===== src/rtl/rpn_pkg.sv =====
// Shared constants and the controller-to-datapath command type for the
// running peak normalizer. No dependencies.
package rpn_pkg;

  localparam int unsigned BATCH_DEPTH = 64;
  localparam int unsigned FRAC_BITS   = 16;

  localparam int unsigned SAMPLE_W = 32;
  localparam int unsigned MAG_W    = SAMPLE_W - 1;
  localparam int unsigned RATIO_W  = FRAC_BITS + 1;
  localparam int unsigned IDX_W    = (BATCH_DEPTH > 1) ? $clog2(BATCH_DEPTH) : 1;
  localparam int unsigned CNT_W    = $clog2(BATCH_DEPTH + 1);
  localparam int unsigned STEP_W   = $clog2(RATIO_W);

  localparam logic [RATIO_W-1:0] CLAMP_RESET = RATIO_W'((1 << FRAC_BITS) - 1);

  typedef struct packed {
    logic             load;
    logic [IDX_W-1:0] wr_addr;
    logic             rd;
    logic [IDX_W-1:0] rd_addr;
    logic             div_step;
    logic             div_first;
    logic             div_last;
  } rpn_cmd_t;

endpackage


===== src/rtl/rpn_ctrl.sv =====
// Controller: load phase, then per-result read and bit-serial divide sequence.
// Depends on rpn_pkg.
module rpn_ctrl (
  input  logic           clk_i,
  input  logic           rst_ni,
  input  logic           start_i,
  input  logic           batch_end_i,
  output logic           busy_o,
  output logic           valid_o,
  output logic           last_of_batch_o,
  output rpn_pkg::rpn_cmd_t cmd_o
);
  import rpn_pkg::*;

  typedef enum logic [1:0] {
    ST_LOAD,
    ST_READ,
    ST_DIV
  } state_e;

  state_e              state_q;
  logic [CNT_W-1:0]    fill_q;
  logic [CNT_W-1:0]    count_q;
  logic [IDX_W-1:0]    emit_idx_q;
  logic [STEP_W-1:0]   step_q;
  logic                valid_q;
  logic                last_q;

  logic                accept;
  logic [CNT_W-1:0]    fill_inc;
  logic                batch_done;
  logic                step_last;
  logic                emit_last;

  assign accept     = start_i && (state_q == ST_LOAD);
  assign fill_inc   = fill_q + CNT_W'(1);
  assign batch_done = batch_end_i || (fill_inc == CNT_W'(BATCH_DEPTH));
  assign step_last  = (step_q == STEP_W'(RATIO_W - 1));
  assign emit_last  = ((CNT_W'(emit_idx_q) + CNT_W'(1)) == count_q);

  always_comb begin
    cmd_o           = '0;
    cmd_o.load      = accept;
    cmd_o.wr_addr   = fill_q[IDX_W-1:0];
    cmd_o.rd        = (state_q == ST_READ);
    cmd_o.rd_addr   = emit_idx_q;
    cmd_o.div_step  = (state_q == ST_DIV);
    cmd_o.div_first = (step_q == '0);
    cmd_o.div_last  = step_last;
  end

  always_ff @(posedge clk_i or negedge rst_ni) begin
    if (!rst_ni) begin
      state_q    <= ST_LOAD;
      fill_q     <= '0;
      count_q    <= '0;
      emit_idx_q <= '0;
      step_q     <= '0;
      valid_q    <= 1'b0;
      last_q     <= 1'b0;
    end else begin
      valid_q <= 1'b0;
      case (state_q)
        ST_LOAD: begin
          if (accept) begin
            if (batch_done) begin
              count_q    <= fill_inc;
              fill_q     <= '0;
              emit_idx_q <= '0;
              state_q    <= ST_READ;
            end else begin
              fill_q <= fill_inc;
            end
          end
        end
        ST_READ: begin
          step_q  <= '0;
          state_q <= ST_DIV;
        end
        ST_DIV: begin
          if (step_last) begin
            valid_q <= 1'b1;
            last_q  <= emit_last;
            step_q  <= '0;
            if (emit_last) begin
              state_q <= ST_LOAD;
            end else begin
              emit_idx_q <= emit_idx_q + IDX_W'(1);
              state_q    <= ST_READ;
            end
          end else begin
            step_q <= step_q + STEP_W'(1);
          end
        end
        default: begin
          state_q <= ST_LOAD;
        end
      endcase
    end
  end

  assign busy_o          = (state_q != ST_LOAD);
  assign valid_o         = valid_q;
  assign last_of_batch_o = last_q;

endmodule


===== src/rtl/rpn_datapath.sv =====
// Datapath: magnitude store, running peak, clamp register and a restoring
// divider that yields one quotient bit per cycle. Depends on rpn_pkg.
module rpn_datapath (
  input  logic                          clk_i,
  input  logic                          rst_ni,
  input  rpn_pkg::rpn_cmd_t             cmd_i,
  input  logic [rpn_pkg::SAMPLE_W-1:0]  sample_i,
  input  logic                          clamp_we_i,
  input  logic [rpn_pkg::RATIO_W-1:0]   clamp_wdata_i,
  output logic [rpn_pkg::RATIO_W-1:0]   ratio_o
);
  import rpn_pkg::*;

  logic [MAG_W-1:0]   store_mem [BATCH_DEPTH];
  logic [MAG_W-1:0]   rdata_q;
  logic [MAG_W-1:0]   peak_q;
  logic [RATIO_W-1:0] clamp_q;
  logic [MAG_W:0]     rem_q;
  logic [RATIO_W-1:0] quot_q;
  logic [RATIO_W-1:0] ratio_q;

  logic [SAMPLE_W-1:0] neg;
  logic [MAG_W-1:0]    mag;
  logic [MAG_W:0]      trial;
  logic                ge;
  logic [MAG_W:0]      rem_d;
  logic [RATIO_W-1:0]  quot_d;

  always_comb begin
    neg = ~sample_i + SAMPLE_W'(1);
    if (!sample_i[SAMPLE_W-1]) begin
      mag = sample_i[MAG_W-1:0];
    end else if (neg[SAMPLE_W-1]) begin
      mag = '1;
    end else begin
      mag = neg[MAG_W-1:0];
    end
  end

  always_comb begin
    trial  = cmd_i.div_first ? {1'b0, rdata_q} : {rem_q[MAG_W-1:0], 1'b0};
    ge     = (trial >= {1'b0, peak_q});
    rem_d  = ge ? (trial - {1'b0, peak_q}) : trial;
    quot_d = {quot_q[RATIO_W-2:0], ge};
  end

  always_ff @(posedge clk_i) begin
    if (cmd_i.load) begin
      store_mem[cmd_i.wr_addr] <= mag;
    end
    if (cmd_i.rd) begin
      rdata_q <= store_mem[cmd_i.rd_addr];
    end
  end

  always_ff @(posedge clk_i) begin
    if (cmd_i.div_step) begin
      rem_q  <= rem_d;
      quot_q <= quot_d;
      if (cmd_i.div_last) begin
        if (peak_q == '0) begin
          ratio_q <= '0;
        end else if (quot_d > clamp_q) begin
          ratio_q <= clamp_q;
        end else begin
          ratio_q <= quot_d;
        end
      end
    end
  end

  always_ff @(posedge clk_i or negedge rst_ni) begin
    if (!rst_ni) begin
      peak_q  <= '0;
      clamp_q <= CLAMP_RESET;
    end else begin
      if (clamp_we_i) begin
        clamp_q <= clamp_wdata_i;
      end
      if (cmd_i.load && (mag > peak_q)) begin
        peak_q <= mag;
      end
    end
  end

  assign ratio_o = ratio_q;

endmodule


===== src/rtl/running_peak_normalizer_core.sv =====
// Running peak normalizer top level: controller plus datapath.
// Depends on rpn_pkg, rpn_ctrl and rpn_datapath.
//
// Usage:
//   Samples enter on sample_i/batch_end_i; a beat is taken at a clock edge
//   with start_i high and busy_o low, one beat per cycle while loading.
//   A beat with batch_end_i set, or the one that fills the 64-entry store,
//   closes the batch and busy_o rises. The block then emits one result per
//   stored sample in arrival order: ratio_o = min(mag * 2^16 / peak, clamp),
//   with peak the running maximum magnitude since reset (zero peak gives 0).
//   Each result is shown for one cycle with valid_o high; last_of_batch_o
//   marks the final one. The receiver cannot stall the block.
//   Each result takes one store read followed by the one-bit-per-cycle
//   restoring divider; busy_o falls with the last result.
//   clamp_limit is written through clamp_we_i/clamp_wdata_i; the user
//   must do so only while idle, which the block itself does not enforce.
//   Reset clears the running peak and fill count and sets the clamp to 65535;
//   the store needs no clearing.
module running_peak_normalizer_core (
  input  logic                          clk_i,
  input  logic                          rst_ni,
  input  logic                          start_i,
  output logic                          busy_o,
  input  logic [rpn_pkg::SAMPLE_W-1:0]  sample_i,
  input  logic                          batch_end_i,
  output logic                          valid_o,
  output logic [rpn_pkg::RATIO_W-1:0]   ratio_o,
  output logic                          last_of_batch_o,
  input  logic                          clamp_we_i,
  input  logic [rpn_pkg::RATIO_W-1:0]   clamp_wdata_i
);
  import rpn_pkg::*;

  rpn_cmd_t cmd;

  rpn_ctrl u_ctrl (
    .clk_i           (clk_i),
    .rst_ni          (rst_ni),
    .start_i         (start_i),
    .batch_end_i     (batch_end_i),
    .busy_o          (busy_o),
    .valid_o         (valid_o),
    .last_of_batch_o (last_of_batch_o),
    .cmd_o           (cmd)
  );

  rpn_datapath u_datapath (
    .clk_i         (clk_i),
    .rst_ni        (rst_ni),
    .cmd_i         (cmd),
    .sample_i      (sample_i),
    .clamp_we_i    (clamp_we_i),
    .clamp_wdata_i (clamp_wdata_i),
    .ratio_o       (ratio_o)
  );

endmodule


===== config.mk =====
export PLATFORM = sky130hd
export DESIGN_NAME = running_peak_normalizer_core
export DESIGN_NICKNAME = d
export VERILOG_FILES = /design/src/rtl/rpn_pkg.sv /design/src/rtl/rpn_ctrl.sv /design/src/rtl/rpn_datapath.sv /design/src/rtl/running_peak_normalizer_core.sv
export SDC_FILE = /design/constraint.sdc
export NUM_CORES = 2
export LEC_CHECK = 0
export BUFFER_PORTS_ARGS = -buffer_cell sky130_fd_sc_hd__buf_2
export CAP_MARGIN = 15
export CORE_ASPECT_RATIO = 0.75
export CORE_MARGIN = 3
export CORE_UTILIZATION = 35
export DETAILED_ROUTE_END_ITERATION = 16
export HOLD_SLACK_MARGIN = 0.06
export SLEW_MARGIN = 15
export SYNTH_ARGS = -nofsm -noshare
export SYNTH_HDL_FRONTEND = slang
export SYNTH_SLANG_ARGS = --single-unit

===== constraint.sdc =====
create_clock -name clk_i -period 5.2 [get_ports clk_i]
set_clock_uncertainty 0.05 [all_clocks]
set_input_delay 0.78 -clock clk_i [delete_from_list [all_inputs] [get_ports clk_i]]
set_output_delay 0.78 -clock clk_i [all_outputs]
set_load 0.005 [all_outputs]

==> run metrics <==
status complete, no violations; drt first pass iters 7; list of most frequent post-synthesis cells edfxtp_1, mux4_2, nor2_1; count leader, synth edfxtp_1; Post-Syn Area ~86000 sq um; DP HPWL approximately 140 mm; Synth area leaders edfxtp_1, mux4_2, dfrtp_1; 1st-iter DRT viols ~5900; htree depth 4; Post-synth EDFFs 2079; clock sink total 2156; layout cell share with drive strength beyond 1 around a third; final hold slack between 100 and 150 ps; pin count of the biggest net entering global routing between 100 and 150; Max clock buf depth 4; Vias/cell 5.59; Hold Path Class in -> reg; vias in the first global route around 42000; DRC 0; Hold Fails Final Rpt 0; Initial Utilization around a third; RSZ-0062 raised after global routing true; TritonCTS clock tree yes; top-level I/O count 74; max-cap violations 0; Cell variety after synth between 70 and 80; startpoint types flip-flop; fin area between 90000 and 100000 sq um; antenna-violating nets left 0; top_reg_cell synth edfxtp_1; overall die width a little under 600 um; GR Overflow Total 0; fraction of registers with async set/reset between 3 and 4%; Seq/Total Area, Yosys about 75%; Die Height 436 um; synth-to-layout area growth 15.2%; P_leak around 31 nW; peak supply drop 380 uV; Worst setup EP type flip-flop; CTS buffer count between 200 and 250; Syn Nets between 4000 and 5000; setup TNS 0 ps; Final Non-Filler Cells 7708; gp weighted congestion roughly 0.89; core area 245000 sq um; root buf cell clkbuf_16; Die ar. around 250000 sq um; FMAX 198 MHz; placed cell area around 90000 sq um; CP max FO 6; Synth area leader edfxtp_1; Crit path required time about 5700 ps; Power Density approximately 500 nW/um^2; Syn. warnings 0; Worst Setup Slack, final between 100 and 150 ps; actual slew at the worst max-slew pin between 1000 and 1500 ps; Total GRT Usage roughly 18%; Avg Cell Area, Syn ~22 sq um; post-placement setup slack -74.9 ps; Reg clk slew, reported paths about 60 ps; WS Path Type reg -> reg; Rows 157; Max Transition Viols Final 0; Clock Latency Late Sink between 800 and 900 ps; Cells after Synth around 4000; initial antenna violation count 35; Placed Cells 7313; wire length of the first global-routing pass between 300 and 400 mm; FF+latch count, synth approximately 2200; final setup violation count 0; Vias around 43000; Slew HR between 15 and 20%; Final Cycle Share 97.3%; DR WL/cell ~31 um; Synth top area share roughly 72%; Data arrival, critical path 5550 ps; DRT Wirelength 236 mm; Nets 4423; PortBufs 73; Final min period slightly above 5000 ps
-- registers in the layout (all words and copies together) (netlist names) --
register / cells
u_ctrl.last_of_batch_o: 1
u_ctrl.emit_idx_q: 6
u_datapath.peak_q: 31
u_datapath.clamp_q: 17
u_datapath.ratio_o: 17
u_ctrl.step_q: 5
u_ctrl.fill_q: 7
u_datapath.rdata_q: 31
u_datapath.rem_q: 31
u_ctrl.state_q: 2
u_ctrl.valid_o: 1
u_ctrl.count_q: 7
u_datapath.store_mem: 1984
u_datapath.quot_q: 16
-- power breakdown --
| group | total (mW) | switching (mW) | internal (mW) |
|---|---|---|---|
| sequential | 20.7 | 0.462 | 20.2 |
| clock | 14.6 | 6.43 | 8.21 |
| combinational | 14.8 | 8.29 | 6.53 |
| total | 50.2 | 15.2 | 35.0 |
-- stage by stage --
stage / util [%] / total power, mW
6_report: 40.6 / 50.2
5_1_grt: 40.6 / 52.2
4_1_cts: 40.5 / 50.2
3_5_place_dp: 37.9 / 35.6
3_3_place_gp: 37.9 / 35.6
2_1_floorplan: - / 30.2
-- final cells by class --
class	count	area, sq um
Timing Repair Buffer	305	2650
Clock buffer	261	5410
Tap cell	3259	4080
Multi-Input combinational cell	1539	21600
Inverter	73	274
Fill cell	21400	145000
Clock inverter	103	1000
Sequential cell	2156	64400
Antenna cell	12	30.0
-- kinds of logic after synthesis --
kind of cell    Yosys count  share of synthesized area (%)
compound gates          246                           1.84
xor+xnor                 59                          0.599
fa+ha+maj                90                           1.31
buf+inv                 270                           1.27
flops                  2156                           74.6
mux                     753                           18.3
simple gates            391                           2.12
-- worst max-delay path, stage by stage, from the launching register on --
cell       delay (ps)
dfrtp_1           400
inv_1              80
ha_2              170
nor4b_4           220
buf_4             170
buf_12            130
buf_12            120
mux2_2            340
ha_1              330
a21oi_1           150
o21ai_1           150
a2111oi_4         430
o41ai_2           160
a211oi_1          190
a21o_1            210
ha_2              210
nor2b_2            40
o21bai_1          110
a31oi_1           100
a211oi_2          210
o221ai_2          170
o41ai_4           120
clkbuf_16         260
mux2i_1           200
nor2_1             60
-- layout by cell type, fill, tap and decap left out, drive strengths merged, types with 8 or more instances in the layout --
| master | instances |
|---|---|
| edfxtp | 2079 |
| dfstp | 16 |
| a21o | 35 |
| nor2 | 132 |
| buf | 296 |
| mux2 | 81 |
| a31oi | 10 |
| a21oi | 45 |
| nand2 | 125 |
| nor2b | 9 |
| dfrtp | 61 |
| mux4 | 651 |
| bufinv | 17 |
| nor3 | 12 |
| o21ai | 82 |
| mux2i | 21 |
| o31ai | 13 |
| diode | 12 |
| clkinv | 74 |
| xor2 | 35 |
| nor4 | 10 |
| inv | 80 |
| ha | 89 |
| nand3 | 33 |
| o41ai | 8 |
| nand4 | 25 |
| clkbuf | 263 |
| or3 | 8 |
| xnor2 | 24 |
-- metal layers --
layer  vias up  global-route usage, %  share of wire, %
met1     23500                   28.0                44
met3       313                   4.10               9.3
met4         4                   3.96               2.2
met5         -                      0            0.0093
met2      1926                   27.2                45
li1      17300                      -                 -
-- timing repair --
item / in CTS / in global routing
hold endpoints to repair: 19 / 0
endpoints found under the setup margin: 17 / 17
resized for setup: 1 / 25
gates cloned: 0 / 2
pin swaps: 1 / 11
hold buffers: 7 / 0
setup buffers: 0 / 10
-- path summary, 6_finish.rpt --
check / start / end / slack, ps / cells past startpoint
max in group asynchronous: rst_ni / u_datapath.peak_q[19] / 3610 / 3
worst min-delay path: clamp_wdata_i[5] / u_datapath.clamp_q[5] / 120 / 3
worst max register to register: u_ctrl.step_q[1] / u_datapath.ratio_o[10] / 140 / 24
worst min register to register: u_datapath.quot_q[3] / u_datapath.quot_q[4] / 450 / 0
worst max-delay path: u_ctrl.step_q[1] / u_datapath.ratio_o[10] / 140 / 24
min in group asynchronous: rst_ni / u_ctrl.valid_o / 390 / 2
No activity file was read; power rests on OpenSTA's default activity.
